==> src/csu_pkg.sv <==
// ----------------------------------------------------------------------------
// csu_pkg
// shared types, constants and helpers of the counting semaphore unit
// ----------------------------------------------------------------------------
package csu_pkg;

  localparam int SEM_SLOTS  = 4;
  localparam int WAIT_DEPTH = 8;

  localparam int SLOT_W   = (SEM_SLOTS > 1) ? $clog2(SEM_SLOTS) : 1;
  localparam int POS_W    = (WAIT_DEPTH > 1) ? $clog2(WAIT_DEPTH) : 1;
  localparam int FILL_W   = $clog2(WAIT_DEPTH + 1);
  localparam int QDEPTH   = SEM_SLOTS * WAIT_DEPTH;
  localparam int QADDR_W  = (QDEPTH > 1) ? $clog2(QDEPTH) : 1;
  localparam int CNT_W    = 16;
  localparam int TID_W    = 16;
  localparam int IDX_W    = 3;
  localparam int ACT_W    = 3;
  localparam int CFG_W    = 64;
  localparam int PADDR_W  = 5;

  typedef enum logic [1:0] {
    ST_OK       = 2'd0,
    ST_NOSEM    = 2'd1,
    ST_OVERFLOW = 2'd2,
    ST_QFULL    = 2'd3
  } status_t;

  typedef enum logic [1:0] {
    REG_ACTIVE = 2'd0,
    REG_INIT   = 2'd1,
    REG_MAX    = 2'd2,
    REG_NONE   = 2'd3
  } reg_idx_t;

  typedef enum logic [1:0] {
    S_IDLE,
    S_EVAL,
    S_WAKE
  } state_t;

  typedef struct packed {
    logic             req_type;
    logic [IDX_W-1:0] sem_index;
    logic [TID_W-1:0] thread_id;
  } req_t;

  typedef struct packed {
    status_t          status;
    logic             caller_blocked;
    logic             woke_valid;
    logic [TID_W-1:0] woke_thread;
  } rsp_t;

  typedef struct packed {
    logic [ACT_W-1:0] active;
    logic [CFG_W-1:0] init_values;
    logic [CFG_W-1:0] max_values;
  } cfg_t;

  // per-semaphore record kept in the descriptor memory
  typedef struct packed {
    logic [CNT_W-1:0]  count;
    logic [POS_W-1:0]  head;
    logic [POS_W-1:0]  tail;
    logic [FILL_W-1:0] fill;
  } desc_t;

  typedef struct packed {
    logic              en;
    logic [SLOT_W-1:0] addr;
  } desc_rd_t;

  typedef struct packed {
    logic              en;
    logic [SLOT_W-1:0] addr;
    desc_t             data;
  } desc_wr_t;

  typedef struct packed {
    logic               en;
    logic [QADDR_W-1:0] addr;
  } q_rd_t;

  typedef struct packed {
    logic               en;
    logic [QADDR_W-1:0] addr;
    logic [TID_W-1:0]   data;
  } q_wr_t;

  function automatic logic [CNT_W-1:0] lane16(logic [CFG_W-1:0] packed_v,
                                              logic [SLOT_W-1:0] slot);
    return packed_v[slot*CNT_W +: CNT_W];
  endfunction

  function automatic logic [POS_W-1:0] next_pos(logic [POS_W-1:0] p);
    logic [POS_W:0] n;
    n = {1'b0, p} + 1'b1;
    return (n >= (POS_W+1)'(WAIT_DEPTH)) ? '0 : n[POS_W-1:0];
  endfunction

  function automatic logic [QADDR_W-1:0] q_addr(logic [SLOT_W-1:0] slot,
                                                logic [POS_W-1:0] pos);
    return QADDR_W'(QADDR_W'(slot) * QADDR_W'(WAIT_DEPTH) + QADDR_W'(pos));
  endfunction

endpackage

==> src/csu_regs.sv <==
// ----------------------------------------------------------------------------
// csu_regs
// apb-style configuration registers
// ----------------------------------------------------------------------------
module csu_regs (
  input  logic                          clk,
  input  logic                          rst,
  input  logic                          psel,
  input  logic                          penable,
  input  logic                          pwrite,
  input  logic [csu_pkg::PADDR_W-1:0]   paddr,
  input  logic [csu_pkg::CFG_W-1:0]     pwdata,
  output logic [csu_pkg::CFG_W-1:0]     prdata,
  output csu_pkg::cfg_t                 cfg,
  output logic                          load_counts
);

  logic                          wr_stb;
  csu_pkg::reg_idx_t             sel;
  logic [csu_pkg::ACT_W-1:0]     active;
  logic [csu_pkg::CFG_W-1:0]     init_values;
  logic [csu_pkg::CFG_W-1:0]     max_values;

  assign sel    = csu_pkg::reg_idx_t'(paddr[4:3]);
  assign wr_stb = psel && penable && pwrite;

  always_ff @(posedge clk) begin
    if (rst) begin
      active      <= csu_pkg::ACT_W'(4);
      init_values <= '0;
      max_values  <= '0;
    end else if (wr_stb) begin
      case (sel)
        csu_pkg::REG_ACTIVE: active      <= pwdata[csu_pkg::ACT_W-1:0];
        csu_pkg::REG_INIT:   init_values <= pwdata;
        csu_pkg::REG_MAX:    max_values  <= pwdata;
        default: ;
      endcase
    end
  end

  // a write of the start values reloads every count
  assign load_counts = wr_stb && (sel == csu_pkg::REG_INIT);

  always_comb begin
    case (sel)
      csu_pkg::REG_ACTIVE: prdata = csu_pkg::CFG_W'(active);
      csu_pkg::REG_INIT:   prdata = init_values;
      csu_pkg::REG_MAX:    prdata = max_values;
      default:             prdata = '0;
    endcase
  end

  assign cfg.active      = active;
  assign cfg.init_values = init_values;
  assign cfg.max_values  = max_values;

endmodule

==> src/csu_desc_store.sv <==
// ----------------------------------------------------------------------------
// csu_desc_store
// descriptor memory with per-entry valid flags for reset and count reload
// ----------------------------------------------------------------------------
module csu_desc_store (
  input  logic                       clk,
  input  logic                       rst,
  input  csu_pkg::desc_rd_t          rd,
  input  csu_pkg::desc_wr_t          wr,
  input  logic                       load_counts,
  input  logic [csu_pkg::CFG_W-1:0]  init_values,
  output csu_pkg::desc_t             rd_desc
);

  csu_pkg::desc_t                    mem [csu_pkg::SEM_SLOTS];
  csu_pkg::desc_t                    rd_q;
  logic [csu_pkg::SLOT_W-1:0]        rd_slot;
  logic [csu_pkg::SEM_SLOTS-1:0]     q_valid;
  logic [csu_pkg::SEM_SLOTS-1:0]     c_valid;
  logic                              rd_qv;
  logic                              rd_cv;

  always_ff @(posedge clk) begin
    if (wr.en) begin
      mem[wr.addr] <= wr.data;
    end
    if (rd.en) begin
      rd_q    <= mem[rd.addr];
      rd_slot <= rd.addr;
    end
  end

  always_ff @(posedge clk) begin
    if (rst) begin
      q_valid <= '0;
      c_valid <= '0;
      rd_qv   <= 1'b0;
      rd_cv   <= 1'b0;
    end else begin
      if (load_counts) begin
        c_valid <= '0;
      end else if (wr.en) begin
        c_valid[wr.addr] <= 1'b1;
      end
      if (wr.en) begin
        q_valid[wr.addr] <= 1'b1;
      end
      if (rd.en) begin
        rd_qv <= q_valid[rd.addr];
        rd_cv <= c_valid[rd.addr] && !load_counts;
      end
    end
  end

  // entries never written read as zero queues; stale counts come from config
  always_comb begin
    rd_desc.count = rd_cv ? rd_q.count : csu_pkg::lane16(init_values, rd_slot);
    rd_desc.head  = rd_qv ? rd_q.head : '0;
    rd_desc.tail  = rd_qv ? rd_q.tail : '0;
    rd_desc.fill  = rd_qv ? rd_q.fill : '0;
  end

endmodule

==> src/csu_queue_ram.sv <==
// ----------------------------------------------------------------------------
// csu_queue_ram
// wait queue storage, one region per semaphore, registered read
// ----------------------------------------------------------------------------
module csu_queue_ram (
  input  logic                       clk,
  input  csu_pkg::q_rd_t             rd,
  input  csu_pkg::q_wr_t             wr,
  output logic [csu_pkg::TID_W-1:0]  rd_data
);

  logic [csu_pkg::TID_W-1:0] mem [csu_pkg::QDEPTH];

  always_ff @(posedge clk) begin
    if (wr.en) begin
      mem[wr.addr] <= wr.data;
    end
    if (rd.en) begin
      rd_data <= mem[rd.addr];
    end
  end

endmodule

==> src/csu_core.sv <==
// ----------------------------------------------------------------------------
// csu_core
// request sequencer: read descriptor, decide, write back, queue access
// ----------------------------------------------------------------------------
module csu_core (
  input  logic                       clk,
  input  logic                       rst,
  input  logic                       req_valid,
  output logic                       req_ready,
  input  csu_pkg::req_t              req_word,
  output logic                       rsp_valid,
  input  logic                       rsp_ready,
  output csu_pkg::rsp_t              rsp_word,
  input  csu_pkg::cfg_t              cfg,
  output csu_pkg::desc_rd_t          d_rd,
  output csu_pkg::desc_wr_t          d_wr,
  input  csu_pkg::desc_t             desc,
  output csu_pkg::q_rd_t             q_rd,
  output csu_pkg::q_wr_t             q_wr,
  input  logic [csu_pkg::TID_W-1:0]  q_data
);

  csu_pkg::state_t              state;
  csu_pkg::state_t              state_next;
  csu_pkg::req_t                req_q;
  csu_pkg::rsp_t                rsp_q;
  csu_pkg::rsp_t                rsp_next;
  logic                         rsp_load;
  logic                         slot_free;
  logic                         accept;
  logic [csu_pkg::SLOT_W-1:0]   slot;
  logic [csu_pkg::ACT_W-1:0]    limit;
  logic                         bad_idx;
  logic [csu_pkg::CNT_W-1:0]    max_v;
  logic                         q_full;
  logic                         q_empty;
  logic                         do_wake;
  logic                         do_block;
  logic                         modifies;
  csu_pkg::desc_t               desc_new;
  csu_pkg::status_t             st;

  assign slot      = req_q.sem_index[csu_pkg::SLOT_W-1:0];
  assign slot_free = !rsp_valid || rsp_ready;
  assign accept    = req_valid && req_ready;
  assign limit     = (cfg.active > csu_pkg::ACT_W'(csu_pkg::SEM_SLOTS))
                   ? csu_pkg::ACT_W'(csu_pkg::SEM_SLOTS) : cfg.active;
  assign bad_idx   = req_q.sem_index >= limit;
  assign max_v     = csu_pkg::lane16(cfg.max_values, slot);
  assign q_full    = desc.fill >= csu_pkg::FILL_W'(csu_pkg::WAIT_DEPTH);
  assign q_empty   = desc.fill == '0;

  // decision on the descriptor that came back from memory
  always_comb begin
    desc_new = desc;
    st       = csu_pkg::ST_OK;
    do_wake  = 1'b0;
    do_block = 1'b0;
    modifies = 1'b0;
    if (bad_idx) begin
      st = csu_pkg::ST_NOSEM;
    end else if (!req_q.req_type) begin
      if (desc.count != '0) begin
        desc_new.count = desc.count - 1'b1;
        modifies       = 1'b1;
      end else if (q_full) begin
        st = csu_pkg::ST_QFULL;
      end else begin
        desc_new.tail = csu_pkg::next_pos(desc.tail);
        desc_new.fill = desc.fill + 1'b1;
        modifies      = 1'b1;
        do_block      = 1'b1;
      end
    end else begin
      if (desc.count >= max_v) begin
        st = csu_pkg::ST_OVERFLOW;
      end else if (q_empty) begin
        desc_new.count = desc.count + 1'b1;
        modifies       = 1'b1;
      end else begin
        desc_new.head = csu_pkg::next_pos(desc.head);
        desc_new.fill = desc.fill - 1'b1;
        modifies      = 1'b1;
        do_wake       = 1'b1;
      end
    end
  end

  always_comb begin
    state_next = state;
    case (state)
      csu_pkg::S_IDLE: if (accept) state_next = csu_pkg::S_EVAL;
      csu_pkg::S_EVAL: begin
        if (do_wake) begin
          state_next = csu_pkg::S_WAKE;
        end else if (slot_free) begin
          state_next = csu_pkg::S_IDLE;
        end
      end
      csu_pkg::S_WAKE: if (slot_free) state_next = csu_pkg::S_IDLE;
      default: state_next = csu_pkg::S_IDLE;
    endcase
  end

  always_comb begin
    req_ready          = 1'b0;
    d_rd.en            = 1'b0;
    d_rd.addr          = req_word.sem_index[csu_pkg::SLOT_W-1:0];
    d_wr.en            = 1'b0;
    d_wr.addr          = slot;
    d_wr.data          = desc_new;
    q_rd.en            = 1'b0;
    q_rd.addr          = csu_pkg::q_addr(slot, desc.head);
    q_wr.en            = 1'b0;
    q_wr.addr          = csu_pkg::q_addr(slot, desc.tail);
    q_wr.data          = req_q.thread_id;
    rsp_load           = 1'b0;
    rsp_next           = '0;
    rsp_next.status    = st;
    case (state)
      csu_pkg::S_IDLE: begin
        req_ready = 1'b1;
        d_rd.en   = req_valid;
      end
      csu_pkg::S_EVAL: begin
        if (do_wake) begin
          d_wr.en = 1'b1;
          q_rd.en = 1'b1;
        end else if (slot_free) begin
          d_wr.en                 = modifies;
          q_wr.en                 = do_block;
          rsp_load                = 1'b1;
          rsp_next.caller_blocked = do_block;
        end
      end
      csu_pkg::S_WAKE: begin
        if (slot_free) begin
          rsp_load             = 1'b1;
          rsp_next.status      = csu_pkg::ST_OK;
          rsp_next.woke_valid  = 1'b1;
          rsp_next.woke_thread = q_data;
        end
      end
      default: ;
    endcase
  end

  always_ff @(posedge clk) begin
    if (rst) begin
      state     <= csu_pkg::S_IDLE;
      rsp_valid <= 1'b0;
    end else begin
      state <= state_next;
      if (rsp_load) begin
        rsp_valid <= 1'b1;
      end else if (rsp_ready) begin
        rsp_valid <= 1'b0;
      end
    end
  end

  always_ff @(posedge clk) begin
    if (accept) begin
      req_q <= req_word;
    end
    if (rsp_load) begin
      rsp_q <= rsp_next;
    end
  end

  assign rsp_word = rsp_q;

  a_block_ok: assert property (@(posedge clk) disable iff (rst)
    (rsp_load && rsp_next.caller_blocked) |->
      (rsp_next.status == csu_pkg::ST_OK && !rsp_next.woke_valid))
    else $error("blocked word carries a fault or a wake");

  a_no_thread: assert property (@(posedge clk) disable iff (rst)
    (rsp_load && !rsp_next.woke_valid) |-> (rsp_next.woke_thread == '0))
    else $error("thread id without wake");

  a_qwr_room: assert property (@(posedge clk) disable iff (rst)
    q_wr.en |-> (desc.fill < csu_pkg::FILL_W'(csu_pkg::WAIT_DEPTH)))
    else $error("queue write into full queue");

  a_wake_has: assert property (@(posedge clk) disable iff (rst)
    q_rd.en |-> (!q_empty && state == csu_pkg::S_EVAL))
    else $error("queue read from empty queue");

  a_one_write: assert property (@(posedge clk) disable iff (rst)
    (d_wr.en && state == csu_pkg::S_EVAL) |=> (state != csu_pkg::S_EVAL))
    else $error("descriptor written twice for one request");

endmodule

==> src/counting_semaphore_unit.sv <==
// ----------------------------------------------------------------------------
// counting_semaphore_unit
// table of counting semaphores with per-semaphore fifo wait queues
// ----------------------------------------------------------------------------
//
// channel   direction  handshake            word
// req       in         req_valid/req_ready  req_t: req_type, sem_index, thread_id
// rsp       out        rsp_valid/rsp_ready  rsp_t: status, caller_blocked, woke_*
// apb       in/out     psel/penable/pready  64-bit registers at byte address 8*i
//
// a request passes a descriptor memory read, then decide and write back, and
// a signal that wakes a waiter adds a wait queue memory read
// the single descriptor read-modify-write per request sets the rate
// reset clears the state machine and the valid flags of the descriptor
// memory, so no clearing pass is needed; counts read from initial_values
// a held result stalls the finishing step only; the next request is taken
// once the result of the previous one has been loaded into the result register
//
module counting_semaphore_unit (
  input  logic                          clk,
  input  logic                          rst,
  // configuration port
  input  logic                          psel,
  input  logic                          penable,
  input  logic                          pwrite,
  input  logic [csu_pkg::PADDR_W-1:0]   paddr,
  input  logic [csu_pkg::CFG_W-1:0]     pwdata,
  output logic [csu_pkg::CFG_W-1:0]     prdata,
  output logic                          pready,
  // request channel
  input  logic                          req_valid,
  output logic                          req_ready,
  input  csu_pkg::req_t                 req_word,
  // result channel
  output logic                          rsp_valid,
  input  logic                          rsp_ready,
  output csu_pkg::rsp_t                 rsp_word
);

  csu_pkg::cfg_t                 cfg;
  logic                          load_counts;
  csu_pkg::desc_rd_t             d_rd;
  csu_pkg::desc_wr_t             d_wr;
  csu_pkg::desc_t                desc;
  csu_pkg::q_rd_t                q_rd;
  csu_pkg::q_wr_t                q_wr;
  logic [csu_pkg::TID_W-1:0]     q_data;

  // the register port never waits
  assign pready = 1'b1;

  // configuration registers; a write of initial_values reloads all counts
  csu_regs u_regs (
    .clk         (clk),
    .rst         (rst),
    .psel        (psel),
    .penable     (penable),
    .pwrite      (pwrite),
    .paddr       (paddr),
    .pwdata      (pwdata),
    .prdata      (prdata),
    .cfg         (cfg),
    .load_counts (load_counts)
  );

  // per-semaphore count, head, tail and fill
  csu_desc_store u_desc (
    .clk         (clk),
    .rst         (rst),
    .rd          (d_rd),
    .wr          (d_wr),
    .load_counts (load_counts),
    .init_values (cfg.init_values),
    .rd_desc     (desc)
  );

  // blocked thread ids, one region of WAIT_DEPTH words per semaphore
  csu_queue_ram u_queue (
    .clk     (clk),
    .rd      (q_rd),
    .wr      (q_wr),
    .rd_data (q_data)
  );

  // request sequencer and result register
  csu_core u_core (
    .clk       (clk),
    .rst       (rst),
    .req_valid (req_valid),
    .req_ready (req_ready),
    .req_word  (req_word),
    .rsp_valid (rsp_valid),
    .rsp_ready (rsp_ready),
    .rsp_word  (rsp_word),
    .cfg       (cfg),
    .d_rd      (d_rd),
    .d_wr      (d_wr),
    .desc      (desc),
    .q_rd      (q_rd),
    .q_wr      (q_wr),
    .q_data    (q_data)
  );

endmodule

==> config.mk <==
export PLATFORM = sky130hd
export DESIGN_NAME = counting_semaphore_unit
export DESIGN_NICKNAME = d
export VERILOG_FILES = /design/src/csu_pkg.sv /design/src/csu_regs.sv /design/src/csu_desc_store.sv /design/src/csu_queue_ram.sv /design/src/csu_core.sv /design/src/counting_semaphore_unit.sv
export SDC_FILE = /design/constraint.sdc
export NUM_CORES = 1
export LEC_CHECK = 0
export ABC_AREA = 0
export CAP_MARGIN = 20
export CORE_ASPECT_RATIO = 0.9
export CORE_MARGIN = 2
export CORE_UTILIZATION = 30
export CTS_CLUSTER_DIAMETER = 40
export CTS_CLUSTER_SIZE = 10
export DETAILED_ROUTE_END_ITERATION = 7
export DONT_BUFFER_PORTS = 1
export HOLD_SLACK_MARGIN = 0.03
export PLACE_DENSITY = 0.41
export SETUP_SLACK_MARGIN = 0.02
export SYNTH_ARGS = -nofsm -noshare
export SYNTH_HDL_FRONTEND = slang
export SYNTH_SLANG_ARGS = --single-unit
==> constraint.sdc <==
create_clock -name clk -period 8.3 [get_ports clk]
set_clock_uncertainty 0.1 [all_clocks]
set_input_delay 1.66 -clock clk [delete_from_list [all_inputs] [get_ports clk]]
set_output_delay 1.66 -clock clk [all_outputs]
set_load 0.01 [all_outputs]
==> results of run 1 <==
## report_power, final
| part | switching, mW | internal [mW] | total [mW] |
|---|---|---|---|
| Combinational | 0.320 | 0.135 | 0.455 |
| Clock | 1.92 | 3.49 | 5.41 |
| Sequential | 0.0306 | 4.63 | 4.66 |
| Total | 2.27 | 8.25 | 10.5 |
## routing by layer
| metal | vias to the layer above | routed length, um |
|---|---|---|
| met1 | 11300 | 52600 |
| met2 | 757 | 47800 |
| li1 | 9765 | - |
| met3 | 135 | 7200 |
| met5 | - | 0 |
| met4 | 0 | 3110 |
## kinds of logic after synthesis
group           count (synthesis)
compound gates                552
simple gates                  592
other cells                     1
flops                         842
fa+ha+maj                      32
mux                           274
xor+xnor                       17
buf+inv                       211
## flip-flops by register name (all words and copies together) (netlist names)
signal              cells
u_regs.active           3
u_core.q_wr            16
u_queue.mem           512
u_desc.c_valid          4
u_desc.rd_qv            1
u_core.req_q            2
u_desc.rd_cv            1
u_core.rsp_valid        1
u_regs.max_values      64
u_queue.rd_data        16
u_regs.init_values     64
u_core.rsp_word        20
u_core.state            2
u_desc.rd_q            26
u_desc.mem            104
u_desc.q_valid          4
u_core.d_wr             2
## area by class of cell
type,count,area share [%]
clock inverter,67,1.73
tap,1573,4.75
sequential,842,57.6
timing repair buffer,77,1.50
antenna,2,0.0121
inverter,36,0.326
clock buffer,165,8.75
multi-input combinational,1468,25.4
## worst max-delay path by stage
stage                   endpoint       startpoint
2_1_floorplan   u_desc.mem[0][0]  u_core.d_wr[26]
3_3_place_gp   u_desc.mem[3][16]  u_core.d_wr[27]
3_5_place_dp   u_desc.mem[3][16]  u_core.d_wr[27]
4_1_cts         u_desc.mem[3][1]  u_core.d_wr[27]
5_1_grt        u_desc.mem[2][22]  u_core.d_wr[27]
6_report       u_desc.mem[1][18]  u_core.d_wr[26]
## stage by stage
step,cells,power [mW]
floorplan,2521,5.02
CTS,4227,10.6
global route,4228,10.9
detailed placement,3995,5.20
global placement,3994,5.19
finish,4230,10.5
## synthesized netlist by cell type (3+ instances only)
cell	number
ha_1	32
a221oi_1	96
buf_4	3
a22oi_1	3
o22ai_1	5
nand2b_1	7
o21a_1	3
o21ai_1	3
mux2_2	161
nor4_1	4
nand3_1	34
inv_1	34
nand4_1	9
nor2b_1	6
nor3_2	13
nand2_4	4
buf_2	5
xnor2_1	12
o311ai_0	16
buf_6	3
dfxtp_1	144
clkbuf_1	138
a21oi_1	212
a22o_1	62
and4_1	4
a21o_1	9
and3_1	24
xor2_1	5
and2_1	5
o21bai_1	6
o21ai_0	84
or3_1	5
edfxtp_1	698
nor3_1	34
a211oi_1	5
nand2_1	341
a31oi_1	28
buf_1	25
mux2i_1	66
mux4_2	46
nor2_1	86
## worst max-delay path, stage by stage, from the launching register on
cell and delay (ps):
edfxtp_1 870, buf_12 370, mux2i_1 550, o21ai_0 250, o21bai_1 330, ha_1 370, a21oi_1 150, o21bai_1 80
or3_1 380, a21oi_1 510, nor2_1 110, nor3_1 850, nand2_1 340, nor2_2 160, buf_4 410
## cells in the final DEF, fill, tap and decap left out, types with 9 or more instances in the layout
master	instances
nand3_1	34
inv_1	32
bufinv_16	13
a31oi_1	28
o311ai_0	16
clkbuf_1	21
nor3_1	34
clkinv_1	15
o21ai_0	84
a21oi_1	212
clkbuf_16	139
and3_1	24
ha_1	32
buf_4	74
mux2_2	161
a22o_1	62
clkinvlp_4	9
nor3_2	9
nand4_1	9
mux2i_1	66
nor2_1	79
clkinv_2	19
mux4_2	46
edfxtp_1	698
a21o_1	9
xnor2_1	12
nand2_1	340
dfxtp_1	144
a221oi_1	96
==> flow_metrics.env, run 1 <==
export IMPL_status="completed"
export IMPL_tightest_slew_ps=1030
export IMPL_setup_ws_ps=2060
export IMPL_ctsResizeCount=0
export IMPL_ioPinCount=183
export IMPL_wirelength_mm=111
export IMPL_report_final_slew_viol_count=0
export IMPL_grt_pass1_vias=21500
export IMPL_wire_per_inst_um=26.2
export IMPL_finalHoldViolations=0
export IMPL_syn_nets=2649
export IMPL_clock_fmax_mhz=160
export IMPL_grt_overflow_total=0
export IMPL_final_cell_area_sq_um=41400
export IMPL_synth_xor_area_share_pct=0.424
export IMPL_synth_edff_count=698
export IMPL_clkTransAtPathRegs_ps=50
export IMPL_vias=22000
export IMPL_worstSetupPathType="reg -> reg"
export IMPL_startpoint_type="flip-flop"
export IMPL_fin_nets=2687
export IMPL_cap_violations=0
export IMPL_hold_slack_ps=369
export IMPL_p_per_area_nw_per_um2=254
export IMPL_met1_usage_pct=26.8
export IMPL_insertion_delay_ps=730
export IMPL_cp_end_kind="flip-flop"
export IMPL_grt_start_max_net_pins=145
export IMPL_ys_seq_elements=842
export IMPL_setup_tns_ps=0
export IMPL_grt_total_usage_pct=18.3
export IMPL_place_ws_ps=2100
export IMPL_period_share_pct=75.2
export IMPL_synth_area_leaders="edfxtp_1, dfxtp_1, mux2_2"
export IMPL_postSynthAreaPerCell_sq_um=13.9
export IMPL_synth_top_area_cell="edfxtp_1"
export IMPL_min_from="u_regs.init_values[60]"
export IMPL_ys_seq_area_share_pct=68.0
export IMPL_cts_tree="built"
export IMPL_synthArstFlopShare_pct=0
export IMPL_muxShareOfSynthArea_pct=10.0
export IMPL_synth_top_area_share_pct=59.7
export IMPL_slew_headroom_pct=30.5
export IMPL_start_util_pct=30.1
export IMPL_drc_errors=0
export IMPL_n_fill_cell=11100
export IMPL_hold_end="u_regs.init_values[60]"
export IMPL_synth_main_ff_cell="edfxtp_1"
export IMPL_die_w_um=364
export IMPL_dp_hpwl_mm=67.7
export IMPL_io_buffers=0
export IMPL_ys_types=75
export IMPL_fin_util_pct=35.5
export IMPL_ir_drop_v=0.000209
export IMPL_post_dp_cell_area_sq_um=37100
export IMPL_yosys_warnings=0
export IMPL_power_leakage_nw=13.6
export IMPL_fp_row_count=119
export IMPL_netlist_instances=2521
export IMPL_synth_compound_area_share_pct=10.3
export IMPL_timing_rr_end="u_desc.mem[1][18]"
export IMPL_crit_fanout=40
export IMPL_clk_path_buf_depth=3
export IMPL_setup_violations=0
export IMPL_holdCritPathClass="reg -> reg"
export IMPL_antenna_left=0
export IMPL_use_met3_pct=4.03
export IMPL_synthAdderAreaFrac_pct=1.14
export IMPL_numCtsBuffers=134
export IMPL_rrSetupSlack_ps=2060
export IMPL_r2r_start="u_core.d_wr[26]"
export IMPL_grt_setup_unrepaired="no"
export IMPL_synthesis_area_sq_um=35100
export IMPL_min_path_cells=2
export IMPL_cts_setup_buffers=0
export IMPL_multi_input_area_sq_um=10500
export IMPL_reg2reg_depth=14
export IMPL_h_tree_depth=4
export IMPL_grt_most_used_layer="met1"
export IMPL_synth_top_family_by_area="compound AO/OA/AOI/OAI gates"
export IMPL_via_per_inst=5.20
export IMPL_grt_pass1_wl_mm=156
export IMPL_die_y_um=328
export IMPL_required_ps=8560
export IMPL_gp_congestion=0.843
export IMPL_ctsRootBufferMaster="clkbuf_16"
export IMPL_final_seq_area_sq_um=23800
export IMPL_core_sq_um=117000
export IMPL_antenna_found_initial=16
export IMPL_grt_met2_usage_pct=26.5
export IMPL_drive_gt1_share_pct=20.2
export IMPL_arrival_ps=6500
export IMPL_hold_buffers=0
export IMPL_period_needed_ps=6240
export IMPL_drtIter0Drc=2401
export IMPL_firstDrtPassIters=5
export IMPL_dieArea_sq_um=120000
export IMPL_yosys_area_share_simple_pct=7.72
export IMPL_clock_sinks=842
export IMPL_area_growth_pct=18.0
Power figures use the tool's default switching activity.
==> run 2: changes to the inputs <==
--- a/config.mk
+++ b/config.mk
@@ -15,7 +15,7 @@
 export DETAILED_ROUTE_END_ITERATION = 7
 export DONT_BUFFER_PORTS = 1
 export HOLD_SLACK_MARGIN = 0.03
-export PLACE_DENSITY = 0.41
+export PLACE_DENSITY = 0.42
 export SETUP_SLACK_MARGIN = 0.02
 export SYNTH_ARGS = -nofsm -noshare
 export SYNTH_HDL_FRONTEND = slang
==> constraint.sdc (replaced) <==
create_clock -name clk -period 5.58 [get_ports clk]
set_clock_uncertainty 0.1 [all_clocks]
set_input_delay 1.116 -clock clk [delete_from_list [all_inputs] [get_ports clk]]
set_output_delay 1.116 -clock clk [all_outputs]
set_load 0.01 [all_outputs]
==> run 2 against run 1 <==
Setup slack lost 1600 ps. Maximum frequency rose by 22%. Non-clock buffer count increased by 27. Combinational power grew 49%. Largest power group unchanged.
==> flow_metrics.env, run 2 (synthesis results as in run 1) <==
export IMPL_clkTransAtPathRegs_ps=50
export IMPL_wire_per_inst_um=25.8
export IMPL_ctsRootBufferMaster="clkbuf_16"
export IMPL_fin_util_pct=35.7
export IMPL_n_fill_cell=11100
export IMPL_ioPinCount=183
export IMPL_arrival_ps=5480
export IMPL_required_ps=5920
export IMPL_report_final_slew_viol_count=0
export IMPL_finalHoldViolations=0
export IMPL_multi_input_area_sq_um=10500
export IMPL_antenna_found_initial=9
export IMPL_numCtsBuffers=134
export IMPL_holdCritPathClass="in -> reg"
export IMPL_drive_gt1_share_pct=20.9
export IMPL_largestRegisters="u_queue.mem: 512 flops, u_desc.mem: 104 flops"
export IMPL_startpoint_type="flip-flop"
export IMPL_grt_start_max_net_pins=145
export IMPL_drtIter0Drc=2064
export IMPL_hold_buffers=0
export IMPL_fp_row_count=119
export IMPL_final_common_cell="edfxtp_1"
export IMPL_grt_total_usage_pct=18.3
export IMPL_status="completed"
export IMPL_die_y_um=328
export IMPL_period_share_pct=92.1
export IMPL_ctsResizeCount=0
export IMPL_crit_fanout=17
export IMPL_dieArea_sq_um=120000
export IMPL_period_needed_ps=5140
export IMPL_cp_end_kind="flip-flop"
export IMPL_power_leakage_nw=13.7
export IMPL_p_per_area_nw_per_um2=375
export IMPL_grt_overflow_total=0
export IMPL_grt_pass1_vias=21800
export IMPL_clock_fmax_mhz=195
export IMPL_via_per_inst=5.20
export IMPL_h_tree_depth=4
export IMPL_vias=22200
export IMPL_wirelength_mm=110
export IMPL_die_w_um=364
export IMPL_worstSetupPathType="reg -> reg"
export IMPL_clock_sinks=842
export IMPL_largest_reg_flops=512
export IMPL_dp_hpwl_mm=68.6
export IMPL_final_cell_mix="edfxtp_1, nand2_1, a21oi_1, mux2_2, dfxtp_1"
export IMPL_grt_setup_unrepaired="no"
export IMPL_clk_path_buf_depth=3
export IMPL_firstDrtPassIters=5
export IMPL_insertion_delay_ps=750
export IMPL_drc_errors=0
export IMPL_start_util_pct=30.1
export IMPL_final_seq_area_sq_um=23800
export IMPL_ir_drop_v=0.000308
export IMPL_cts_tree="built"
export IMPL_core_sq_um=117000
export IMPL_fin_nets=2714
export IMPL_largest_register="u_queue.mem"
export IMPL_cts_setup_buffers=0
export IMPL_grt_pass1_wl_mm=157
export IMPL_cap_violations=0
export IMPL_area_growth_pct=18.7
export IMPL_slew_headroom_pct=23.0
export IMPL_totalPowerFinal_mw=15.6
export IMPL_antenna_left=0
export IMPL_io_buffers=0
export IMPL_gp_congestion=0.872
export IMPL_tightest_slew_ps=1150
export IMPL_setup_violations=0
==> run 2: layout make-up <==
type | count | area share, %
Inverter | 36 | 0.324
Sequential cell | 842 | 57.2
Clock buffer | 173 | 8.91
Multi-Input combinational cell | 1468 | 25.1
Timing Repair Buffer | 104 | 2.13
Tap cell | 1573 | 4.73
Clock inverter | 66 | 1.51
Antenna cell | 3 | 0.0180
==> run 2: final timing paths <==
path	from	cells after the start	endpoint	slack, ps
setup / recovery	u_core.d_wr[26]	13	u_core.rsp_word[12]	440
hold / removal	rst	1	u_regs.max_values[10]	360
setup reg to reg	u_core.d_wr[26]	13	u_core.rsp_word[12]	440
hold reg to reg	u_desc.q_valid[2]	2	u_desc.q_valid[2]	360
==> run 2: routing by layer <==
metal	routed length (um)	share of wire (%)	track usage [%]	vias to the layer above
li1	-	-	-	9836
met1	51900	47	26.6	11400
met2	47600	43	26.5	729
met3	7160	6.5	4.18	189
met4	3300	3.0	6.34	8
met5	49	0.045	0	-
==> run 2: worst max-delay path, cell delays in order (launching register included) <==
cell and delay, ps:
edfxtp_1 640, buf_4 400, mux2i_1 580, o22ai_1 190, a21o_1 340, ha_1 390
nand4_1 100, o31ai_1 490, a21oi_1 190, buf_4 190, and2_1 150, o21bai_1 240
and3_1 570, buf_12 230
==> run 2: through the flow <==
stage	cell area [sq um]	setup slack (ps)	instances	TNS (ps)	hold slack (ps)
3_5_place_dp	37300	561	4022	0	357
6_report	41600	444	4265	0	359
2_1_floorplan	35100	-35.1	2521	-3650	332
5_1_grt	41600	183	4262	0	321
4_1_cts	41600	547	4261	0	304
3_3_place_gp	37200	590	4020	0	348
==> run 2: power breakdown <==
group	leakage (nW)	internal, mW	total, mW	switching [mW]
Sequential	7.50	6.88	6.93	0.0412
Combinational	4.04	0.211	0.679	0.468
Clock	2.12	5.06	8.01	2.95
==> run 3: changes to the inputs <==
--- a/config.mk
+++ b/config.mk
@@ -16,7 +16,7 @@
 export DONT_BUFFER_PORTS = 1
 export HOLD_SLACK_MARGIN = 0.03
 export PLACE_DENSITY = 0.42
-export SETUP_SLACK_MARGIN = 0.02
+export SETUP_SLACK_MARGIN = 0.5
 export SYNTH_ARGS = -nofsm -noshare
 export SYNTH_HDL_FRONTEND = slang
 export SYNTH_SLANG_ARGS = --single-unit
==> run 3 against run 2 <==
Die area unchanged. Cell area grew 0.27%. Sequential power barely moved. Critical path depth is 3 higher. Largest power group unchanged. Non-clock buffer count down 3. Clock-buffer cell count shrank 13. Clock power rose by 2.9%. Total power rose by 1.5%.
==> flow_metrics.env, run 3 (synthesis results as in run 1) <==
export IMPL_status="completed"
export IMPL_cap_violations=0
export IMPL_period_share_pct=85.9
export IMPL_min_path_cells=1
export IMPL_critPathMaxStageDelay_ps=410
export IMPL_clkTransAtPathRegs_ps=50
export IMPL_hold_end="u_regs.max_values[40]"
export IMPL_combPwrFrac_pct=4.4
export IMPL_report_final_slew_viol_count=0
export IMPL_drc_errors=0
export IMPL_clock_fmax_mhz=209
export IMPL_antenna_found_initial=3
export IMPL_diodes=0
export IMPL_cpMaxStageDelayCell="or3_1"
export IMPL_stdcell_count=4261
export IMPL_min_from="rst"
export IMPL_multi_input_area_sq_um=10500
export IMPL_required_ps=5870
export IMPL_grt_total_usage_pct=18.0
export IMPL_p_sw_mw=3.47
export IMPL_wire_per_inst_um=25.6
export IMPL_gp_congestion=0.882
export IMPL_cp_cell_sequence="clkbuf_16 > buf_4 > mux2i_1 > o21ai_0 > o21bai_1 > ha_1 > a211oi_1 > nor2_1 > or3_1 > a21oi_1 > nor2_1 > nor3_1 > buf_4 > nand2_1 > nor2_2 > buf_6"
export IMPL_p_per_area_nw_per_um2=380
export IMPL_power_leakage_nw=13.7
export IMPL_arrival_ps=5090
export IMPL_largest_reg_flops=512
export IMPL_fp_row_count=119
export IMPL_grt_setup_unrepaired="no"
export IMPL_io_buffers=0
export IMPL_tightest_slew_ps=1010
export IMPL_startpoint_type="flip-flop"
export IMPL_n_fill_cell=11100
export IMPL_ioPinCount=183
export IMPL_grt_pass1_vias=21700
export IMPL_clock_sinks=842
export IMPL_crit_fanout=47
export IMPL_cp_end_kind="flip-flop"
export IMPL_largestRegisters="u_queue.mem: 512 flops, u_desc.mem: 104 flops"
export IMPL_start_util_pct=30.1
export IMPL_antenna_left=0
export IMPL_h_tree_depth=4
export IMPL_ir_drop_v=0.000289
export IMPL_final_common_cell="edfxtp_1"
export IMPL_worstSetupPathType="reg -> reg"
export IMPL_ctsRootBufferMaster="clkbuf_16"
export IMPL_insertion_delay_ps=740
export IMPL_period_needed_ps=4800
export IMPL_drtIter0Drc=2071
export IMPL_grt_overflow_total=0
export IMPL_setup_violations=0
export IMPL_rrSetupSlack_ps=780
export IMPL_die_w_um=364
export IMPL_swShare_pct=21.9
export IMPL_via_per_inst=5.23
export IMPL_power_frac_seq_pct=43.7
export IMPL_r2r_start="u_core.d_wr[26]"
export IMPL_timing_rr_end="u_desc.mem[0][17]"
export IMPL_finalHoldViolations=0
export IMPL_numPlacedInstances=4017
export IMPL_setup_tns_ps=0
export IMPL_internal_power_mw=12.4
export IMPL_firstDrtPassIters=5
export IMPL_die_y_um=328
export IMPL_drive_gt1_share_pct=21.2
export IMPL_final_seq_area_sq_um=23800
export IMPL_cts_tree="built"
export IMPL_vias=22300
export IMPL_holdCritPathClass="in -> reg"
export IMPL_final_cell_mix="edfxtp_1, nand2_1, a21oi_1, mux2_2"
export IMPL_numCtsBuffers=136
export IMPL_grt_start_max_net_pins=145
export IMPL_dp_hpwl_mm=68.0
export IMPL_clk_path_buf_depth=3
export IMPL_grt_pass1_wl_mm=154
export IMPL_largest_register="u_queue.mem"
export IMPL_core_sq_um=117000
export IMPL_dieArea_sq_um=120000
export IMPL_wirelength_mm=109
export IMPL_fin_nets=2713
export IMPL_reg2reg_depth=16
export IMPL_slew_headroom_pct=32.6
export IMPL_area_growth_pct=19.0
export IMPL_p_clk_share_pct=52.0
[run 3: cell types whose count changed in the layout (fill, tap and decap cells not counted), sizes merged]
cell | before | now
buf | 104 | 99
bufinv | 8 | 13
clkbuf | 173 | 161
clkdlybuf4s18 | 0 | 1
clkinv | 44 | 52
clkinvlp | 6 | 9
diode | 3 | 0
inv | 44 | 43
[run 3: what timing repair did]
action                                  in CTS  in global routing
endpoints found under the setup margin       0                132
hold buffers                                 0                  0
resized for setup                            0                 11
buffers inserted                             0                  2
[run 3: through the flow]
stage	hold WS [ps]	utilization [%]	total power, mW	area, sq um	setup WS [ps]
finish	354	35.8	15.9	41800	785
global route	330	35.8	16.4	41800	491
CTS	305	35.7	16.0	41700	577
detailed placement	357	31.9	7.74	37200	586
global placement	347	31.9	7.72	37200	680
floorplan	332	-	7.47	35100	319
[run 3: how the worst max path moves through the flow]
stage	startpoint	endpoint	slack [ps]
3_5_place_dp	u_core.d_wr[26]	u_core.rsp_word[11]	590
2_1_floorplan	u_core.d_wr[26]	u_desc.mem[0][0]	320
5_1_grt	u_core.d_wr[26]	u_desc.mem[2][3]	490
6_report	u_core.d_wr[26]	u_desc.mem[0][17]	780
4_1_cts	u_core.d_wr[26]	u_core.rsp_word[15]	580
3_3_place_gp	u_core.d_wr[27]	u_desc.mem[3][18]	680
[run 3: power groups by stage]
stage / sequential [mW] / combinational (mW) / clock (mW)
6_report: 6.92 / 0.690 / 8.24
5_1_grt: 6.92 / 0.741 / 8.69
4_1_cts: 6.92 / 0.692 / 8.43
3_5_place_dp: 7.05 / 0.690 / 0
3_3_place_gp: 7.04 / 0.680 / 0
2_1_floorplan: 7.05 / 0.414 / 0
[run 3: metal layers]
metal	wire (um)	up-vias	GRT usage, %
met5	0	-	0
met4	2780	0	5.78
met3	6580	162	3.55
met2	48900	780	26.9
met1	50800	11500	26.0
li1	-	9826	-
[run 3: area by class of cell]
type / instances / share of cell area [%]
clock buffers: 160 / 8.79
clock inverters: 81 / 1.95
inverters: 36 / 0.324
multi-input cells: 1468 / 25.1
flip-flops and latches: 842 / 57.1
well taps: 1573 / 4.71
repair buffers: 101 / 2.02
[run 3: critical path, delay by kind of cell (launching register included)]
family,cells,cell delay (ps)
buf+inv,4,1110
mux,1,210
compound gates,4,1020
flops,1,350
simple gates,6,1160
fa+ha+maj,1,380
